`config.mk`:
```
export PLATFORM = sky130hd
export DESIGN_NAME = glt_ctrl
export DESIGN_NICKNAME = d
export VERILOG_FILES = /design/src/design/glt_pkg.sv /design/src/design/glt_ctrl.sv
export SDC_FILE = /design/constraint.sdc
export NUM_CORES = 1
export LEC_CHECK = 0
export BUFFER_PORTS_ARGS = -buffer_cell sky130_fd_sc_hd__buf_2
export CORE_UTILIZATION = 46
export CTS_CLUSTER_DIAMETER = 80
export CTS_CLUSTER_SIZE = 16
export DETAILED_ROUTE_END_ITERATION = 12
export HOLD_SLACK_MARGIN = 0.12
export PLACE_DENSITY = 0.78
export SYNTH_ARGS = -nofsm -noshare
export SYNTH_HDL_FRONTEND = slang
export SYNTH_SLANG_ARGS = --single-unit
```
`constraint.sdc`:
```
create_clock -name clk -period 2.8 [get_ports clk]
set_clock_uncertainty 0.1 [all_clocks]
set_input_delay 0.28 -clock clk [delete_from_list [all_inputs] [get_ports clk]]
set_output_delay 0.28 -clock clk [all_outputs]
set_load 0.01 [all_outputs]
```
`src/design/glt_pkg.sv`:
```
// ----------------------------------------------------------------------------
// glt_pkg
// Shared types, constants and GF(4) helpers for the hyperplane load tracker.
// ----------------------------------------------------------------------------
package glt_pkg;

  localparam int DIMENSION    = 5;
  localparam int POINT_COUNT  = 1024;
  localparam int SEED_COLUMNS = 9;
  localparam int MAX_DEPTH    = 16;

  localparam int PT_W       = $clog2(POINT_COUNT);
  localparam int DEPTH_W    = $clog2(MAX_DEPTH + 1);
  localparam int LVL_W      = $clog2(MAX_DEPTH);
  localparam int LANES      = 32;
  localparam int FULL_WORDS = POINT_COUNT / LANES;
  localparam int FW_W       = $clog2(FULL_WORDS);
  localparam int LANE_W     = $clog2(LANES);
  localparam int SUB_W      = FW_W + 1;
  localparam int LOAD_W     = 4;
  localparam int HYP_W      = 8 * 4;
  localparam int BC_W       = 5;
  localparam int PNT_W      = BC_W + 1;
  localparam int CFG_W      = 40;
  localparam int SUM_W      = LOAD_W + 2;

  localparam logic [LOAD_W-1:0] LIMIT_RESET = 4'd9;

  // item kinds
  localparam logic [1:0] KIND_CLEAR = 2'd0;
  localparam logic [1:0] KIND_PLACE = 2'd1;
  localparam logic [1:0] KIND_UNDO  = 2'd2;
  localparam logic [1:0] KIND_QUERY = 2'd3;

  // result status codes
  localparam logic [1:0] ST_DONE   = 2'd0;
  localparam logic [1:0] ST_REJECT = 2'd1;
  localparam logic [1:0] ST_FULL   = 2'd2;
  localparam logic [1:0] ST_EMPTY  = 2'd3;

  // configuration register indexes
  localparam logic REG_SEED_PARITY = 1'b0;
  localparam logic REG_LOAD_LIMIT  = 1'b1;

  // datapath phases
  localparam logic [2:0] PH_IDLE    = 3'd0;
  localparam logic [2:0] PH_CLEAR   = 3'd1;
  localparam logic [2:0] PH_LOOK    = 3'd2;
  localparam logic [2:0] PH_CHECK   = 3'd3;
  localparam logic [2:0] PH_UPDATE  = 3'd4;
  localparam logic [2:0] PH_BLOCK   = 3'd5;
  localparam logic [2:0] PH_UNLEVEL = 3'd6;
  localparam logic [2:0] PH_UNLOAD  = 3'd7;

  typedef struct packed {
    logic [1:0]      kind;
    logic [PT_W-1:0] point;
  } in_t;

  typedef struct packed {
    logic [1:0]         status;
    logic               point_free;
    logic [PT_W-1:0]    newly_blocked;
    logic [DEPTH_W-1:0] depth_now;
  } out_t;

  typedef struct packed {
    logic [2:0] phase;
    logic       restart;
    logic       accept;
    logic [1:0] kind;
    logic       pop;
    logic       push;
  } cmd_t;

  typedef struct packed {
    logic               done;
    logic               over;
    logic               inpath;
    logic               bc_zero;
    logic               depth_full;
    logic               depth_empty;
    logic [PT_W-1:0]    blocked;
    logic [DEPTH_W-1:0] depth;
  } sts_t;

  function automatic logic [1:0] gf4_mul(input logic [1:0] a, input logic [1:0] b);
    logic [1:0] r;
    case ({a, b})
      4'b0101: r = 2'd1;
      4'b0110: r = 2'd2;
      4'b0111: r = 2'd3;
      4'b1001: r = 2'd2;
      4'b1010: r = 2'd3;
      4'b1011: r = 2'd1;
      4'b1101: r = 2'd3;
      4'b1110: r = 2'd1;
      4'b1111: r = 2'd2;
      default: r = 2'd0;
    endcase
    return r;
  endfunction

  function automatic logic [1:0] dot4(input logic [PT_W-1:0] m, input logic [PT_W-1:0] x);
    logic [1:0] s;
    s = 2'd0;
    for (int d = 0; d < DIMENSION; d++) begin
      s = s ^ gf4_mul(m[2*d +: 2], x[2*d +: 2]);
    end
    return s;
  endfunction

  function automatic logic [PT_W-1:0] seed_column(input int j, input logic [CFG_W-1:0] par);
    logic [PT_W-1:0] v;
    v = '0;
    if (j < DIMENSION) begin
      v[2*j] = 1'b1;
    end else if (j - DIMENSION < 4) begin
      for (int i = 0; i < DIMENSION; i++) begin
        v[2*i +: 2] = par[2*(4*i + j - DIMENSION) +: 2];
      end
    end
    return v;
  endfunction

  // seed loads of all four cosets of one direction, load fields zero
  function automatic logic [HYP_W-1:0] seed_word(input logic [PT_W-1:0] m,
                                                 input logic [CFG_W-1:0] par);
    logic [HYP_W-1:0]  w;
    logic [LOAD_W-1:0] c;
    logic [1:0]        a [SEED_COLUMNS];
    w = '0;
    for (int j = 0; j < SEED_COLUMNS; j++) begin
      a[j] = dot4(m, seed_column(j, par));
    end
    for (int k = 0; k < 4; k++) begin
      c = '0;
      for (int j = 0; j < SEED_COLUMNS; j++) begin
        c = c + LOAD_W'(a[j] == 2'(k));
      end
      w[8*k + 4 +: 4] = c;
    end
    return w;
  endfunction

endpackage

```
`src/design/glt_ctrl.sv`:
```
// ----------------------------------------------------------------------------
// glt_ctrl
// Sequencer for clear, place, undo and query items; owns the result register.
// ----------------------------------------------------------------------------
module glt_ctrl (
  input  logic            clk,
  input  logic            rst,
  input  logic            item_valid,
  output logic            item_stall,
  input  logic [1:0]      item_kind,
  output logic            result_valid,
  input  logic            result_stall,
  output glt_pkg::out_t   result,
  output glt_pkg::cmd_t   cmd,
  input  glt_pkg::sts_t   sts
);
  import glt_pkg::*;

  localparam logic [3:0] S_CLEAR   = 4'd0;
  localparam logic [3:0] S_IDLE    = 4'd1;
  localparam logic [3:0] S_LOOK    = 4'd2;
  localparam logic [3:0] S_CHECK   = 4'd3;
  localparam logic [3:0] S_UPDATE  = 4'd4;
  localparam logic [3:0] S_BLOCK   = 4'd5;
  localparam logic [3:0] S_UNLEVEL = 4'd6;
  localparam logic [3:0] S_UNLOAD  = 4'd7;
  localparam logic [3:0] S_FINISH  = 4'd8;

  logic [3:0] state, state_next;
  logic       report, report_next;
  logic [1:0] kind, kind_next;
  logic [1:0] res_status, res_status_next;
  logic       res_free, res_free_next;
  logic       load_out;

  assign item_stall = (state != S_IDLE);
  assign load_out   = (state == S_FINISH) && !(result_valid && result_stall);

  always_comb begin
    state_next      = state;
    report_next     = report;
    kind_next       = kind;
    res_status_next = res_status;
    res_free_next   = res_free;
    cmd             = '0;
    cmd.kind        = item_kind;
    case (state)
      S_CLEAR: begin
        cmd.phase = PH_CLEAR;
        if (sts.done) state_next = report ? S_FINISH : S_IDLE;
      end
      S_IDLE: begin
        if (item_valid) begin
          cmd.accept      = 1'b1;
          cmd.restart     = 1'b1;
          report_next     = 1'b1;
          kind_next       = item_kind;
          res_status_next = ST_DONE;
          res_free_next   = 1'b0;
          case (item_kind)
            KIND_CLEAR: state_next = S_CLEAR;
            KIND_PLACE: begin
              if (sts.depth_full) begin
                res_status_next = ST_FULL;
                state_next      = S_FINISH;
              end else begin
                state_next = S_LOOK;
              end
            end
            KIND_UNDO: begin
              if (sts.depth_empty) begin
                res_status_next = ST_EMPTY;
                state_next      = S_FINISH;
              end else begin
                cmd.pop    = 1'b1;
                state_next = S_UNLEVEL;
              end
            end
            default: state_next = S_LOOK;
          endcase
        end
      end
      S_LOOK: begin
        cmd.phase = PH_LOOK;
        if (sts.done) begin
          if (kind == KIND_QUERY) begin
            res_free_next = !sts.inpath && sts.bc_zero;
            state_next    = S_FINISH;
          end else if (sts.inpath) begin
            res_status_next = ST_REJECT;
            state_next      = S_FINISH;
          end else begin
            cmd.restart = 1'b1;
            state_next  = S_CHECK;
          end
        end
      end
      S_CHECK: begin
        cmd.phase = PH_CHECK;
        if (sts.done) begin
          if (sts.over) begin
            res_status_next = ST_REJECT;
            state_next      = S_FINISH;
          end else begin
            cmd.restart = 1'b1;
            state_next  = S_UPDATE;
          end
        end
      end
      S_UPDATE: begin
        cmd.phase = PH_UPDATE;
        if (sts.done) begin
          cmd.restart = 1'b1;
          state_next  = S_BLOCK;
        end
      end
      S_BLOCK: begin
        cmd.phase = PH_BLOCK;
        if (sts.done) begin
          cmd.push   = 1'b1;
          state_next = S_FINISH;
        end
      end
      S_UNLEVEL: begin
        cmd.phase = PH_UNLEVEL;
        if (sts.done) begin
          cmd.restart = 1'b1;
          state_next  = S_UNLOAD;
        end
      end
      S_UNLOAD: begin
        cmd.phase = PH_UNLOAD;
        if (sts.done) state_next = S_FINISH;
      end
      S_FINISH: begin
        if (load_out) state_next = S_IDLE;
      end
      default: state_next = S_IDLE;
    endcase
  end

  always_ff @(posedge clk) begin
    if (rst) begin
      state        <= S_CLEAR;
      report       <= 1'b0;
      result_valid <= 1'b0;
    end else begin
      state        <= state_next;
      report       <= report_next;
      result_valid <= load_out || (result_valid && result_stall);
    end
  end

  always_ff @(posedge clk) begin
    kind       <= kind_next;
    res_status <= res_status_next;
    res_free   <= res_free_next;
    if (load_out) begin
      result.status        <= res_status;
      result.point_free    <= res_free;
      result.newly_blocked <= sts.blocked;
      result.depth_now     <= sts.depth;
    end
  end

endmodule

```
==> out/qor.txt <==
Status -> complete, no violations
Post-synthesis xor/xnor area fraction -> 0
Die X-Extent -> 55.39 um
Share of total power in the clock network -> 0.270
Setup crit end kind -> output port
Post-synth EDFFs -> 23
Startpoint types -> flip-flop
Dpl hpwl -> 2.072 mm
Initial core utilization -> 0.5063
Sw Ratio -> 0.2546
Power Total -> 871.7 uW
Sequential share of the synthesized area -> 0.6183
P per Cell Area -> 475.3 nW/um2
Max-slew violations -> 0
Inserted Clock Buffers -> 5
Max Clock Freq -> 425.4 MHz
Die Y -> 55.39 um
Endpoints failing setup -> 0
Multi-input gate area in the final layout -> 427.9 um2
Power share of the sequential group -> 0.570
Switching Power -> 222.0 uW
Yosys cell types -> 36
Most used DFF post-synth -> edfxtp_1
Yosys warnings -> 0
Min cycle time layout -> 2.351 ns
Most frequent cells in the layout -> buf_2 (55), edfxtp_1 (23), dlygate4sd3_1 (19)
Synth Instances -> 109
Initial DRC Count -> 34
Commonest non-fill, non-tap cell in the layout -> buf_2
Slew HR -> 0.6440
RSZ-0062 raised after global routing -> no
First-pass GRT wire length -> 5.188 mm
Post-synthesis mux area share -> 0.01050
Setup TNS -> 0 ns
Combinational Power Share -> 0.160
Post-CTS setup buffer count -> 0
Layout cells sized above 1 -> 0.3656
Period utilization -> 0.8395
Max clock buf depth -> 2
Final Net Count -> 215
Vias -> 1141
Root buf cell -> clkbuf_4
Placed Instances -> 189
Drt total wl -> 3.092 mm
DR pass1 iterations -> 4
Final cell count without fillers -> 216
Crit Path Category -> reg -> out
Core box area -> 2590 um2
I/O Buffers -> 55
Final hold violation count -> 0
ANT nets after route -> 0
Fill cells -> 199
Worst Tran Pin Value -> 0.5333 ns
Clk Latency, worst-skew pair -> 0.32 ns
WL/cell -> 14.31 um
Row Count -> 18
Vias in the first global route -> 1069
Largest family of logic cells by synthesized area -> simple AND/OR/NAND/NOR gates
Overflow after GRT -> 0
Clk slew on worst S/H paths -> 0.08 ns
Max-cap violation count -> 0
Largest net degree at the start of global routing -> 19
Initial antenna violation count -> 0
VDD IR max -> 434.2 uV
TritonCTS clock tree -> built
Register cell area after layout -> 810.8 um2
Gr usage total -> 0.2242
Register bit total from synthesis -> 29
Synth Area in Simple Gates -> 0.1698
Syn avg cell area -> 12.03 um2
Inserted Diodes -> 0
Die Area -> 3068 um2
Data required, critical path -> 2.42 ns
Synthesized Nets -> 139
GP Congestion -> 0.8823
Synthesized area -> 1311 um2
Routed vias/inst -> 5.282
R2R Setup Slk -> 0.90 ns
Post_cts resized -> 0
Layout area overhead -> 39.89%
CP Max Fanout -> 13
Critical Path AT -> 1.97 ns
Hold Crit Class -> in -> reg
H-tree Lvls -> 2
Num ports -> 56
Synth Area in Compound Gates -> 0.1174
Pleak -> 0.7971 nW
Cell Int Power -> 649.8 uW
DRC Markers -> 0
# clock sinks -> 29
Adder-cell area share of the yosys netlist -> 0.02863
Ys async rst share -> 0
-- worst max-delay path: stages (launching register included) --
cell	delay, ns
dfxtp_1	0.57
or3b_1	0.45
or2_2	0.36
inv_1	0.12
buf_2	0.14
-- synth_stat cells, drive strengths merged, types with 3 or more instances --
master	instances	share of area
nor3	6	0.027
nor2	7	0.020
inv	9	0.026
a21oi	10	0.038
edfxtp	23	0.53
nand2b	7	0.033
ha	3	0.029
buf	4	0.024
dfxtp	6	0.092
nand2	4	0.011
-- through the flow --
step                hold WS [ns]  setup slack (ns)  utilization  cell area [um2]
floorplan                 0.2491            0.4219            -             1311
global placement          0.3021            0.8533       0.6150             1593
detailed placement        0.3150            0.8187       0.6150             1593
CTS                       0.1569            0.4371       0.7082             1834
global route              0.1551            0.3741       0.7082             1834
finish                    0.1704            0.4493       0.7082             1834
-- power by group through the flow --
stage	registers, mW	logic [mW]	clock network (mW)
2_1_floorplan	0.502	0.0723	0
3_3_place_gp	0.505	0.117	0
3_5_place_dp	0.506	0.118	0
4_1_cts	0.496	0.140	0.244
5_1_grt	0.499	0.153	0.261
6_report	0.497	0.140	0.235
-- sequential cells by signal, summed over array words and instances, names as in the netlist --
name / flops
state: 4
result_valid: 1
report: 1
res_free: 1
result: 18
res_status: 2
kind: 2
-- final timing paths --
kind	start	end	cells past startpoint
setup / recovery	state[0]$_SDFFE_PP0P_	cmd[4]	4
hold / removal	sts[18]	res_free$_SDFFCE_PN0P_	2
setup reg to reg	state[0]$_SDFFE_PP0P_	res_free$_SDFFCE_PN0P_	3
hold reg to reg	res_status[0]$_SDFFCE_PP1P_	result[16]$_DFFE_PP_	0
-- metal layers --
metal	GRT usage	vias up	part of all wire
met3	0.08197	9	0.084
li1	-	555	-
met2	0.3546	64	0.46
met5	0	-	0
met4	0.1107	0	0.025
met1	0.2691	513	0.43
-- cells by family (layout without fill, tap and decap cells) --
group                      after synthesis  count (layout)
AOI/OAI and AO/OA                       24              24
muxes                                    1               1
adders and majority gates                3               3
DFF                                     29              29
buffers and inverters                   15              92
and+or+nand+nor                         37              37
-- layout make-up --
| cell class | instances | share of cell area |
|---|---|---|
| sequential | 29 | 0.4420 |
| timing repair buffer | 75 | 0.2578 |
| multi-input combinational | 65 | 0.2333 |
| clock buffer | 6 | 0.02251 |
| tap | 30 | 0.02046 |
| inverter | 9 | 0.01842 |
| clock inverter | 2 | 0.005457 |
-- repair_timing --
action,in CTS,in global routing
hold buffers,19,0
endpoints found under the setup margin,0,0
endpoints found under the hold margin,21,0
Power figures use the tool's default switching activity.
